$ cat src/rtl/core/cda_pkg.sv
// ----------------------------------------------------------------------------
// cda_pkg
// Shared types, field layouts, constants and the control store of the
// calendar date arithmetic unit.
// ----------------------------------------------------------------------------
`default_nettype none

package cda_pkg;

  // field widths
  localparam int YEAR_W  = 14;
  localparam int MON_W   = 4;
  localparam int DAY_W   = 5;
  localparam int OFF_W   = 23;
  localparam int DIFF_W  = 23;

  // day serial width: covers the last day of year 65535 and any sum with an offset
  localparam int SER_W   = 25;

  // sequencer program counter width
  localparam int PC_W    = 5;

  // stream data widths, whole bytes
  localparam int IN_W    = 72;
  localparam int OUT_W   = 56;

  localparam logic [MON_W-1:0] MONTHS = MON_W'(12);

  localparam logic signed [SER_W:0] DIFF_MAX = (SER_W+1)'(4194303);
  localparam logic signed [SER_W:0] DIFF_MIN = (SER_W+1)'(-4194304);

  // request payload, last field in the lowest bits
  typedef struct packed {
    logic signed [OFF_W-1:0] offset;
    logic [DAY_W-1:0]        day_b;
    logic [MON_W-1:0]        month_b;
    logic [YEAR_W-1:0]       year_b;
    logic [DAY_W-1:0]        day_a;
    logic [MON_W-1:0]        month_a;
    logic [YEAR_W-1:0]       year_a;
  } req_t;

  // result payload, last field in the lowest bits
  typedef struct packed {
    logic                    out_of_range;
    logic                    is_greater;
    logic                    is_equal;
    logic [DIFF_W-1:0]       difference;
    logic [DAY_W-1:0]        day_out;
    logic [MON_W-1:0]        month_out;
    logic [YEAR_W-1:0]       year_out;
  } res_t;

  // micro-operations
  typedef logic [3:0] op_t;
  localparam op_t OP_LOAD_A    = 4'd0;
  localparam op_t OP_LOAD_B    = 4'd1;
  localparam op_t OP_RED       = 4'd2;
  localparam op_t OP_MON       = 4'd3;
  localparam op_t OP_SAVE_A    = 4'd4;
  localparam op_t OP_SETUP_REV = 4'd5;
  localparam op_t OP_FIN_DATE  = 4'd6;
  localparam op_t OP_DIFF      = 4'd7;
  localparam op_t OP_EMIT      = 4'd8;

  // reduction stage: 400-year, 100-year, 4-year and 1-year blocks
  typedef logic [1:0] stage_t;
  localparam stage_t ST_400 = 2'd0;
  localparam stage_t ST_100 = 2'd1;
  localparam stage_t ST_4   = 2'd2;
  localparam stage_t ST_1   = 2'd3;

  // next-address control
  typedef logic [2:0] cond_t;
  localparam cond_t C_NEXT = 3'd0;  // fall through
  localparam cond_t C_LOOP = 3'd1;  // repeat while the step still applies
  localparam cond_t C_KIND = 3'd2;  // jump on difference request
  localparam cond_t C_JUMP = 3'd3;  // always jump
  localparam cond_t C_OOR  = 3'd4;  // jump when the sum left the calendar

  typedef struct packed {
    op_t             op;
    stage_t          stage;
    logic            rev;    // serial to date direction
    cond_t           cond;
    logic [PC_W-1:0] tgt;
  } cw_t;

  // jump targets
  localparam logic [PC_W-1:0] PC_DATE_B = PC_W'(14);
  localparam logic [PC_W-1:0] PC_EMIT   = PC_W'(21);

  function automatic cw_t mk_cw(op_t op, stage_t stage, logic rev, cond_t cond,
                                logic [PC_W-1:0] tgt);
    cw_t w;
    w.op    = op;
    w.stage = stage;
    w.rev   = rev;
    w.cond  = cond;
    w.tgt   = tgt;
    return w;
  endfunction

  // control store
  function automatic cw_t ucode_rom(logic [PC_W-1:0] pc);
    cw_t w;
    unique case (pc)
      // serial of date A
      5'd0:    w = mk_cw(OP_LOAD_A,    ST_400, 1'b0, C_NEXT, PC_EMIT);
      5'd1:    w = mk_cw(OP_RED,       ST_400, 1'b0, C_LOOP, PC_EMIT);
      5'd2:    w = mk_cw(OP_RED,       ST_100, 1'b0, C_LOOP, PC_EMIT);
      5'd3:    w = mk_cw(OP_RED,       ST_4,   1'b0, C_LOOP, PC_EMIT);
      5'd4:    w = mk_cw(OP_RED,       ST_1,   1'b0, C_LOOP, PC_EMIT);
      5'd5:    w = mk_cw(OP_MON,       ST_400, 1'b0, C_LOOP, PC_EMIT);
      5'd6:    w = mk_cw(OP_SAVE_A,    ST_400, 1'b0, C_KIND, PC_DATE_B);
      // add offset, serial back to a date
      5'd7:    w = mk_cw(OP_SETUP_REV, ST_400, 1'b1, C_OOR,  PC_EMIT);
      5'd8:    w = mk_cw(OP_RED,       ST_400, 1'b1, C_LOOP, PC_EMIT);
      5'd9:    w = mk_cw(OP_RED,       ST_100, 1'b1, C_LOOP, PC_EMIT);
      5'd10:   w = mk_cw(OP_RED,       ST_4,   1'b1, C_LOOP, PC_EMIT);
      5'd11:   w = mk_cw(OP_RED,       ST_1,   1'b1, C_LOOP, PC_EMIT);
      5'd12:   w = mk_cw(OP_MON,       ST_400, 1'b1, C_LOOP, PC_EMIT);
      5'd13:   w = mk_cw(OP_FIN_DATE,  ST_400, 1'b1, C_JUMP, PC_EMIT);
      // serial of date B and difference
      5'd14:   w = mk_cw(OP_LOAD_B,    ST_400, 1'b0, C_NEXT, PC_EMIT);
      5'd15:   w = mk_cw(OP_RED,       ST_400, 1'b0, C_LOOP, PC_EMIT);
      5'd16:   w = mk_cw(OP_RED,       ST_100, 1'b0, C_LOOP, PC_EMIT);
      5'd17:   w = mk_cw(OP_RED,       ST_4,   1'b0, C_LOOP, PC_EMIT);
      5'd18:   w = mk_cw(OP_RED,       ST_1,   1'b0, C_LOOP, PC_EMIT);
      5'd19:   w = mk_cw(OP_MON,       ST_400, 1'b0, C_LOOP, PC_EMIT);
      5'd20:   w = mk_cw(OP_DIFF,      ST_400, 1'b0, C_NEXT, PC_EMIT);
      5'd21:   w = mk_cw(OP_EMIT,      ST_400, 1'b0, C_NEXT, PC_EMIT);
      default: w = mk_cw(OP_EMIT,      ST_400, 1'b0, C_NEXT, PC_EMIT);
    endcase
    return w;
  endfunction

  // years in one block of a stage
  function automatic logic [8:0] blk_years(stage_t st);
    logic [8:0] v;
    unique case (st)
      ST_400:  v = 9'd400;
      ST_100:  v = 9'd100;
      ST_4:    v = 9'd4;
      default: v = 9'd1;
    endcase
    return v;
  endfunction

  // days in one block of a stage
  function automatic logic [17:0] blk_days(stage_t st);
    logic [17:0] v;
    unique case (st)
      ST_400:  v = 18'd146097;
      ST_100:  v = 18'd36524;
      ST_4:    v = 18'd1461;
      default: v = 18'd365;
    endcase
    return v;
  endfunction

  function automatic logic [DAY_W-1:0] month_len(logic [MON_W-1:0] mo, logic leap);
    logic [DAY_W-1:0] v;
    unique case (mo)
      4'd2:                     v = leap ? 5'd29 : 5'd28;
      4'd4, 4'd6, 4'd9, 4'd11:  v = 5'd30;
      default:                  v = 5'd31;
    endcase
    return v;
  endfunction

endpackage

`default_nettype wire

$ cat src/rtl/core/calendar_date_arithmetic.sv
// ----------------------------------------------------------------------------
// calendar_date_arithmetic
// Gregorian date arithmetic: with tuser 0 a signed day offset is added to
// date A and the sum is normalized back to year, month and day; with tuser 1
// the unit returns the days from B to A with equal and greater flags. Dates
// map to a day serial counted from 0001-01-01 (day 1). A year of 0 reads as
// 1, months are clamped to 1..12, and day 0 or days past the month's end roll
// into neighboring months. Sums outside 0001-01-01..MAX_YEAR-12-31 saturate
// and differences beyond 23 bits saturate, both raising out_of_range. One
// request is processed at a time by a small microcoded sequencer that walks
// 400/100/4/1-year blocks and then months with one shared subtract and
// accumulate step per cycle. The time from acceptance to out_tvalid is set
// by the number of block and month iterations (an add needs two walks, one
// per direction, unless the sum leaves the calendar, and a difference two
// forward walks), plus any wait of the finished result for the output
// register to drain.
// The result sits in an output register, so the next request is accepted as
// soon as the previous result has been placed there.
// ----------------------------------------------------------------------------
`default_nettype none

module calendar_date_arithmetic
  import cda_pkg::*;
#(
  parameter int MAX_YEAR = 9999
) (
  input  logic             clk,
  input  logic             rst_n,

  input  logic             in_tvalid,
  output logic             in_tready,
  // year_a[13:0], month_a[17:14], day_a[22:18], year_b[36:23], month_b[40:37],
  // day_b[45:41], offset[68:46], zero pad[71:69]
  input  logic [IN_W-1:0]  in_tdata,
  // kind[0]: 0 add offset, 1 difference
  input  logic [0:0]       in_tuser,

  output logic             out_tvalid,
  input  logic             out_tready,
  // year_out[13:0], month_out[17:14], day_out[22:18], difference[45:23],
  // is_equal[46], is_greater[47], out_of_range[48], zero pad[55:49]
  output logic [OUT_W-1:0] out_tdata
);

  // serial of MAX_YEAR-12-31
  localparam int TOP_SER = 365*MAX_YEAR + MAX_YEAR/4 - MAX_YEAR/100 + MAX_YEAR/400;
  localparam logic signed [SER_W:0]  TOP_S    = (SER_W+1)'(TOP_SER);
  localparam logic signed [SER_W:0]  ONE_S    = (SER_W+1)'(1);
  localparam logic signed [SER_W:0]  ZERO_S   = (SER_W+1)'(0);
  localparam logic [YEAR_W-1:0]      SAT_YEAR = YEAR_W'(MAX_YEAR);

  // sequencer control
  logic              busy_r, busy_nxt;
  logic [PC_W-1:0]   pc_r, pc_nxt;
  logic              out_valid_r, out_valid_nxt;
  logic              out_load;
  cw_t               cw;

  // captured transaction
  req_t              req_r;
  logic              kind_r;

  // datapath
  logic [SER_W-1:0]  x_r, x_nxt;        // value being walked down
  logic [SER_W-1:0]  acc_r, acc_nxt;    // serial (forward) or year (reverse)
  logic [SER_W-1:0]  sa_r, sa_nxt;      // serial of date A
  logic [1:0]        q100_r, q100_nxt;  // century blocks in the current 400
  logic [4:0]        q4_r, q4_nxt;      // leap cycles in the current century
  logic [1:0]        q1_r, q1_nxt;      // years in the current leap cycle
  logic [MON_W-1:0]  mo_r, mo_nxt;
  logic [MON_W-1:0]  mlim_r, mlim_nxt;
  logic [DAY_W-1:0]  dd_r, dd_nxt;
  res_t              res_r, res_nxt;
  res_t              out_r;

  logic [YEAR_W-1:0] ld_year, ld_p;
  logic [MON_W-1:0]  ld_month, ld_mon;
  logic [DAY_W-1:0]  ld_day;
  logic              leap;
  logic [DAY_W-1:0]  ml;
  logic [SER_W-1:0]  sub_amt, add_amt;
  logic              capped, red_go, mon_go, loop_go;
  logic [SER_W-1:0]  ser_fin;
  logic signed [SER_W:0] off_sum, diff_full, diff_sat;
  logic              add_lo, add_hi, add_oor;

  assign in_tready  = ~busy_r;
  assign out_tvalid = out_valid_r;
  assign out_tdata  = {{(OUT_W-$bits(res_t)){1'b0}}, out_r};

  assign cw = ucode_rom(pc_r);

  // operand select and clamping for the forward walk
  assign ld_year  = (cw.op == OP_LOAD_B) ? req_r.year_b  : req_r.year_a;
  assign ld_month = (cw.op == OP_LOAD_B) ? req_r.month_b : req_r.month_a;
  assign ld_day   = (cw.op == OP_LOAD_B) ? req_r.day_b   : req_r.day_a;
  assign ld_p     = (ld_year == '0) ? '0 : ld_year - YEAR_W'(1);
  assign ld_mon   = (ld_month == '0)    ? MON_W'(1) :
                    (ld_month > MONTHS) ? MONTHS    : ld_month;

  // leap year from the block counts: year is 3 mod 4 in its cycle, and not
  // the last year of a century unless it also closes the 400-year block
  assign leap = (q1_r == 2'd3) && ((q4_r != 5'd24) || (q100_r == 2'd3));
  assign ml   = month_len(mo_r, leap);

  // one block step: forward subtracts years and adds days, reverse the opposite
  assign sub_amt = cw.rev ? SER_W'(blk_days(cw.stage))  : SER_W'(blk_years(cw.stage));
  assign add_amt = cw.rev ? SER_W'(blk_years(cw.stage)) : SER_W'(blk_days(cw.stage));
  assign capped  = ((cw.stage == ST_100) && (q100_r == 2'd3)) ||
                   ((cw.stage == ST_1)   && (q1_r   == 2'd3));
  assign red_go  = (x_r >= sub_amt) && !capped;
  assign mon_go  = cw.rev ? ((mo_r < MONTHS) && (x_r >= SER_W'(ml))) : (mo_r < mlim_r);
  assign loop_go = (cw.op == OP_MON) ? mon_go : red_go;

  // finished serial of the date just walked
  assign ser_fin = acc_r + SER_W'(dd_r);

  // offset add and range check
  assign off_sum = $signed({1'b0, sa_r}) + (SER_W+1)'($signed(req_r.offset));
  assign add_lo  = off_sum < ONE_S;
  assign add_hi  = off_sum > TOP_S;
  assign add_oor = add_lo | add_hi;

  // difference with saturation to the 23-bit field
  assign diff_full = $signed({1'b0, sa_r}) - $signed({1'b0, ser_fin});
  assign diff_sat  = (diff_full > DIFF_MAX) ? DIFF_MAX :
                     (diff_full < DIFF_MIN) ? DIFF_MIN : diff_full;

  // datapath next state, driven by the current control word
  always_comb begin
    x_nxt    = x_r;
    acc_nxt  = acc_r;
    sa_nxt   = sa_r;
    q100_nxt = q100_r;
    q4_nxt   = q4_r;
    q1_nxt   = q1_r;
    mo_nxt   = mo_r;
    mlim_nxt = mlim_r;
    dd_nxt   = dd_r;
    res_nxt  = res_r;
    if (busy_r) begin
      unique case (cw.op)
        OP_LOAD_A, OP_LOAD_B: begin
          x_nxt    = SER_W'(ld_p);
          acc_nxt  = '0;
          q100_nxt = '0;
          q4_nxt   = '0;
          q1_nxt   = '0;
          mo_nxt   = MON_W'(1);
          mlim_nxt = ld_mon;
          dd_nxt   = ld_day;
        end
        OP_RED: begin
          if (red_go) begin
            x_nxt   = x_r - sub_amt;
            acc_nxt = acc_r + add_amt;
            unique case (cw.stage)
              ST_100:  q100_nxt = q100_r + 2'd1;
              ST_4:    q4_nxt   = q4_r + 5'd1;
              ST_1:    q1_nxt   = q1_r + 2'd1;
              default: ;
            endcase
          end
        end
        OP_MON: begin
          if (mon_go) begin
            if (cw.rev) begin
              x_nxt = x_r - SER_W'(ml);
            end else begin
              acc_nxt = acc_r + SER_W'(ml);
            end
            mo_nxt = mo_r + MON_W'(1);
          end
        end
        OP_SAVE_A: begin
          sa_nxt = ser_fin;
        end
        OP_SETUP_REV: begin
          res_nxt = '0;
          priority if (add_lo) begin
            res_nxt.out_of_range = 1'b1;
            res_nxt.year_out     = YEAR_W'(1);
            res_nxt.month_out    = MON_W'(1);
            res_nxt.day_out      = DAY_W'(1);
          end else if (add_hi) begin
            res_nxt.out_of_range = 1'b1;
            res_nxt.year_out     = SAT_YEAR;
            res_nxt.month_out    = MONTHS;
            res_nxt.day_out      = DAY_W'(31);
          end else begin
            // day index from 0001-01-01, year counted from 1
            x_nxt    = off_sum[SER_W-1:0] - SER_W'(1);
            acc_nxt  = SER_W'(1);
            q100_nxt = '0;
            q4_nxt   = '0;
            q1_nxt   = '0;
            mo_nxt   = MON_W'(1);
          end
        end
        OP_FIN_DATE: begin
          res_nxt           = '0;
          res_nxt.year_out  = acc_r[YEAR_W-1:0];
          res_nxt.month_out = mo_r;
          res_nxt.day_out   = x_r[DAY_W-1:0] + DAY_W'(1);
        end
        OP_DIFF: begin
          res_nxt              = '0;
          res_nxt.difference   = diff_sat[DIFF_W-1:0];
          res_nxt.out_of_range = (diff_full > DIFF_MAX) || (diff_full < DIFF_MIN);
          res_nxt.is_equal     = (diff_full == ZERO_S);
          res_nxt.is_greater   = (diff_full > ZERO_S);
        end
        default: ;
      endcase
    end
  end

  // sequencer: next address and output handoff
  always_comb begin
    pc_nxt        = pc_r;
    busy_nxt      = busy_r;
    out_load      = 1'b0;
    out_valid_nxt = out_valid_r & ~out_tready;
    if (!busy_r) begin
      if (in_tvalid) begin
        pc_nxt   = '0;
        busy_nxt = 1'b1;
      end
    end else begin
      priority if (cw.op == OP_EMIT) begin
        // hold here until the output register is free
        if (!out_valid_r || out_tready) begin
          out_load      = 1'b1;
          out_valid_nxt = 1'b1;
          busy_nxt      = 1'b0;
          pc_nxt        = '0;
        end
      end else begin
        unique case (cw.cond)
          C_LOOP:  pc_nxt = loop_go ? pc_r : pc_r + PC_W'(1);
          C_KIND:  pc_nxt = kind_r  ? cw.tgt : pc_r + PC_W'(1);
          C_JUMP:  pc_nxt = cw.tgt;
          C_OOR:   pc_nxt = add_oor ? cw.tgt : pc_r + PC_W'(1);
          default: pc_nxt = pc_r + PC_W'(1);
        endcase
      end
    end
  end

  // control state
  always_ff @(posedge clk) begin
    if (!rst_n) begin
      busy_r      <= 1'b0;
      pc_r        <= '0;
      out_valid_r <= 1'b0;
    end else begin
      busy_r      <= busy_nxt;
      pc_r        <= pc_nxt;
      out_valid_r <= out_valid_nxt;
    end
  end

  // payload and datapath registers
  always_ff @(posedge clk) begin
    if (in_tvalid && in_tready) begin
      req_r  <= req_t'(in_tdata[$bits(req_t)-1:0]);
      kind_r <= in_tuser[0];
    end
    x_r    <= x_nxt;
    acc_r  <= acc_nxt;
    sa_r   <= sa_nxt;
    q100_r <= q100_nxt;
    q4_r   <= q4_nxt;
    q1_r   <= q1_nxt;
    mo_r   <= mo_nxt;
    mlim_r <= mlim_nxt;
    dd_r   <= dd_nxt;
    res_r  <= res_nxt;
    if (out_load) begin
      out_r <= res_r;
    end
  end

endmodule

`default_nettype wire

$ cat config.mk
export PLATFORM = sky130hd
export DESIGN_NAME = calendar_date_arithmetic
export DESIGN_NICKNAME = d
export VERILOG_FILES = /design/src/rtl/core/cda_pkg.sv /design/src/rtl/core/calendar_date_arithmetic.sv
export SDC_FILE = /design/constraint.sdc
export NUM_CORES = 1
export LEC_CHECK = 0
export ABC_AREA = 1
export BUFFER_PORTS_ARGS = -buffer_cell sky130_fd_sc_hd__buf_2
export CORE_MARGIN = 8
export CORE_UTILIZATION = 35
export DETAILED_ROUTE_END_ITERATION = 10
export PLACE_DENSITY = 0.5
export SYNTH_ARGS = -nofsm -noshare
export SYNTH_HDL_FRONTEND = slang
export SYNTH_SLANG_ARGS = --single-unit
$ cat constraint.sdc
create_clock -name clk -period 9.81 [get_ports clk]
set_input_delay 1.962 -clock clk [delete_from_list [all_inputs] [get_ports clk]]
set_output_delay 1.962 -clock clk [all_outputs]
set_load 0.005 [all_outputs]
======== Word level (Yosys, flattened, before mapping) ========
Memory sizes are Yosys's and may differ from the RTL's. A register that Yosys moved wholly into a read port is not among the register bits.
Cells that the tools add are included.
storage, ports and cells
  bits in registers ....................... 272
  memory bits (read-only) ................. 448
  input port bits ......................... 77
  word-level logic and storage cells ...... 203
  memories ................................ 1
memory list
  name              words  bits a word  rd ports  clocked after Yosys merged registers in  write ports  RTL line        text
  (name not given)  32     14           1         1                                        0            cda_pkg.sv:107  unique case (pc)
operators by class
  add/subtract/negate cells ............... 15
  order comparisons ....................... 10
  eq/ne operators ......................... 34
  multiplexer cells ....................... 69
  bitwise logic cells ..................... 4
  reductions and logical operators ........ 35
operators by type and width
  kind                   number
  $mux 25                10
  $pmux 25 s4            2
  $pmux 49 s3            1
  $mux 23                4
  $mux 5                 14
  $pmux 18 s3            1
  $gt 26x23->1 const B   2
  $add 25x5->25          2
  $mux 18                2
  $mux 14                2
  $pmux 9 s3             1
  $add 26x23->26         1
  $gt 26x1->1 const B    1
  $logic_not 26->1       1
  $lt 26x2->1 const B    1
  $lt 26x23->1 const B   1
  $sub 25x25->26         1
  $add 25x18->25         1
  $ge 25x18->1           1
  $ge 25x5->1            1
  $sub 25x1->25 const B  1
  $sub 25x18->25         1
  $sub 25x5->25          1
  $eq 4x3->1 const B     6
  47 further kinds       108

======== Longest topological paths before layout ========
  depth after elaboration ................. 15
  gate-level depth with buffers ........... 34

======== Worst setup path before layout ========
No wires, ideal clock.
  path type ............................... input port to flip-flop
  start point ............................. input in_tvalid
  end point ............................... register kind_r, enable pin
  library setup time ...................... 500 ps
  arrival ................................. 4936 ps
  data required time ...................... 9310 ps
  slack ................................... 4373 ps
  stages on the path ...................... 2
  cell sequence ........................... inv_1 -> nor2_1
between the ends
  word-level cells in the longest chain between the ends .. 1
ends and longest elaborated chain
  item                  RTL line                         text
  from (decl)           calendar_date_arithmetic.sv:30   input logic in_tvalid,
  $logic_and 1x1->1     calendar_date_arithmetic.sv:265  if (in_tvalid && in_tready) begin
  to (signal assigned)  calendar_date_arithmetic.sv:267  kind_r <= in_tuser[0];
  to (decl)             calendar_date_arithmetic.sv:61   logic kind_r;
Every way passes these cells.
A chain may end at the register's enable or synchronous reset.

======== Final worst setup path ========
  start point ............................. register acc_r[1]
  end point ............................... register res_r[32] (netlist name), data pin
between the ends
  word-level cells in the longest chain between the ends .. 6
  elaborated cells on any way between the ends .. 7
ends and longest elaborated chain
  item                    RTL line                         text
  from (decl)             calendar_date_arithmetic.sv:65   logic [SER_W-1:0] acc_r, acc_nxt;
  from (signal assigned)  calendar_date_arithmetic.sv:270  acc_r <= acc_nxt;
  $add 25x5->25 (*)       calendar_date_arithmetic.sv:116  assign ser_fin = acc_r + SER_W'(dd_r);
  via ser_fin[11]         calendar_date_arithmetic.sv:83   logic [SER_W-1:0] ser_fin;
  $sub 25x25->26 (*)      calendar_date_arithmetic.sv:125  assign diff_full = $signed({1'b0, sa_r}) - $signed({1'b0, ser_fin});
  $lt 26x23->1            calendar_date_arithmetic.sv:127  (diff_full < DIFF_MIN) ? DIFF_MIN : diff_full;
  $mux 23                 calendar_date_arithmetic.sv:127
  $mux 23 (*)             calendar_date_arithmetic.sv:126  assign diff_sat = (diff_full > DIFF_MAX) ? DIFF_MAX :
  $pmux 49 s3 (*)         calendar_date_arithmetic.sv:142  unique case (cw.op)
  to (signal assigned)    calendar_date_arithmetic.sv:278  res_r <= res_nxt;
  to (decl)               calendar_date_arithmetic.sv:73   res_t res_r, res_nxt;
Mark *: on every way through the listed nets, which the timed path passes. The rest lies on a longest branch.

==> out/metrics.yaml <==
io_pins: 135
drt-wirelength-per-cell_um: 17.4
critPathLaunch: "acc_r[1]$_SDFFCE_PN0P_"
r2r-start: "acc_r[1]$_SDFFCE_PN0P_"
yosys_warnings: 0
cts_buffer_depth: 3
row_count: 84
gp_congestion: 0.913
crit_path_max_fanout: 20
layout.nets: 2634
grt_pass1_wl_um: 84100
ys_types: 56
cts_buffers: 37
crit_arrival_ns: 5.91
mostFrequentLayoutCell: "nand2_1"
multiInputGateArea_mm2: 0.00882
final.setup.worst_slack_ns: 4.13
slowest_stage: "edfxtp_1"
grt_max_degree: 50
path_delay_family: "simple AND/OR/NAND/NOR gates"
clock.fmax_mhz: 176
worstMarginPinSlew_ns: 0.899
power_uw: 3160
core-area_mm2: 0.0527
final_max_slew_viol_count: 0
start_util_pct: 35.4
max_stage_delay_ns: 0.52
critPathBufInv: 3
final.fill_count: 5355
crit_type: "register to register"
grt_pass1_vias: 15000
tritoncts: "yes"
port_buffers: 124
synth_top_area_share_pct: 42.7
status: "finished clean"
area_growth_pct: 14.5
track_usage_pct: 17.6
cp.depth: 27
powerDensity_mw_per_mm2: 148
reg2reg_depth: 27
crit_path_start_kind: "register"
ys.flop_type: "edfxtp_1"
clkLatencyLatePin_ns: 0.55
synth_area_leaders: "edfxtp_1 (43%), nand2_1 (11%), ha_1 (7.8%), inv_1 (7.2%), nand3_1 (4.6%)"
crit_end: "res_r[32]$_SDFFCE_PP0P_"
antenna_found_initial: 0
wl_um: 54600
endpoint_kind: "register"
rrSetupSlack_ns: 4.13
drt-pass1-iter-count: 5
tns_ns: 0
ir_drop_mv: 0.113
ctsResizeCount: 0
hold_violations: 0
drv_cap: 0
dieHeight_um: 247
gr-total-overflow: 0
hp-class: "register to register"
postCtsSetupBuffers: 0
syn_area_per_cell_um2: 8.16
vias_per_cell: 4.97
htreeDepth: 2
yosysSeqAreaShare_pct: 44.7
syn_area_mm2: 0.0186
root_buffer: "clkbuf_16"
drtIter0Drc: 1104
ant_nets: 0
pre_cts_slack_ns: 4.19
n_antenna_cell: 0
final_cell_mix: "nand2_1 (523), inv_1 (356), edfxtp_1 (265)"
cellLeakagePower_uw: 0.00958
synth_cells: 2285
rr_endpoint: "res_r[32]$_SDFFCE_PP0P_"
yosys_register_bits: 284
synthArstFlopShare_pct: 0
final_layout_size_suffix_gt1_share_pct: 10.3
slew-limit-headroom_pct: 40.0
synth_top_area_cell: "edfxtp_1"
skew_ns: 0.0217
fin_crit_ns: 5.68
path_clk_slew_ns: 0.06
fin_crit_sh_pct: 57.9
synth-edff-count: 265
dieArea_mm2: 0.0609
required_ns: 10.04
setup_viol_count_final: 0
dpl.hpwl_um: 43500
rsz0062_at_grt: "no"
regArea_mm2: 0.00834
drc: 0
die_w_um: 247
cts_hold_buf: 0
vias: 15600
clock-sinks: 284
[stage by stage]
| stage | hold WS (ns) | std cells | utilization (%) | area [um2] |
|---|---|---|---|---|
| finish | 0.416 | 3149 | 40.5 | 21300 |
| global route | 0.422 | 3149 | 40.5 | 21300 |
| CTS | 0.414 | 3149 | 40.5 | 21300 |
| detailed placement | 0.405 | 3085 | 38.2 | 20100 |
| global placement | 0.402 | 3085 | 38.2 | 20100 |
| floorplan | 0.400 | 2291 | - | 18700 |
[report_power, final]
group          switching (uW)  leakage [uW]  internal (uW)  total (uW)
Sequential               33.0       0.00256           1370        1400
Combinational             288       0.00643            138         426
Clock                     533      0.000581            796        1330
Total                     854       0.00958           2300        3160
[sequential cells by signal (all words and copies together), names as in the netlist, 2 cells and up]
| name | count |
|---|---|
| acc_r | 25 |
| cw | 12 |
| dd_r | 5 |
| mlim_r | 4 |
| mo_r | 4 |
| out_tdata | 49 |
| pc_r | 5 |
| q100_r | 2 |
| q1_r | 2 |
| q4_r | 5 |
| req_r | 69 |
| res_r | 49 |
| sa_r | 25 |
| x_r | 25 |
[how the worst min path moves through the flow]
stage,startpoint,endpoint,slack (ns),depth (start not counted)
2_1_floorplan,res_r[0]$_DFFE_PP_,out_tdata[0]$_DFFE_PP_,0.40,0
6_report,res_r[15]$_SDFFCE_PP0P_,out_tdata[15]$_DFFE_PP_,0.42,0
3_3_place_gp,res_r[11]$_SDFFCE_PP0P_,out_tdata[11]$_DFFE_PP_,0.40,0
5_1_grt,res_r[3]$_DFFE_PP_,out_tdata[3]$_DFFE_PP_,0.42,0
3_5_place_dp,res_r[15]$_SDFFCE_PP0P_,out_tdata[15]$_DFFE_PP_,0.41,0
4_1_cts,res_r[5]$_SDFFCE_PP0P_,out_tdata[5]$_DFFE_PP_,0.41,0
[layout make-up]
type | instances | share of cell area, %
clock buffer | 46 | 4.94
multi-input combinational | 1611 | 41.3
sequential | 284 | 39.1
inverter | 363 | 6.41
clock inverter | 18 | 0.739
timing repair buffer | 139 | 3.44
tap | 688 | 4.04
[cells by family after synthesis]
logic type	share of synthesized area, %
multiplexers	0.678
other	0.0201
AND/OR/NAND/NOR	24.0
XOR/XNOR	3.43
adder cells (fa/ha/maj)	8.33
flip-flops	44.7
buffers and inverters	8.29
AO/OA/AOI/OAI	10.5
[cell usage after synthesis (7+ instances only)]
cell / n
nand2_1: 523
inv_1: 356
edfxtp_1: 265
nor2_1: 226
nand3_1: 171
a21oi_1: 144
o21ai_0: 125
ha_1: 116
xor2_1: 55
nand4_1: 41
nor3_1: 37
dfxtp_1: 19
xnor2_1: 18
clkbuf_1: 17
nand2_2: 14
o2111ai_1: 11
nor4_1: 9
o211ai_1: 9
or2_2: 9
buf_4: 8
mux2i_1: 7
o21ai_1: 7
[worst reg2reg max path: cells and delay by family (launching register included)]
family,cells,cell delay [ns]
AND/OR/NAND/NOR,17,2.69
buffers and inverters,3,0.25
AO/OA/AOI/OAI,4,0.84
flip-flops,1,0.52
XOR/XNOR,1,0.32
adder cells (fa/ha/maj),2,0.76
[metal layers]
layer / vias up / share of wire (%) / GRT usage [%]
met5: - / 0 / 0
met2: 380 / 44 / 27.8
met1: 7218 / 48 / 24.5
li1: 7978 / - / -
met3: 73 / 5.3 / 2.85
met4: 0 / 2.7 / 5.82
Note: power is estimated with default switching activity, not from simulation.
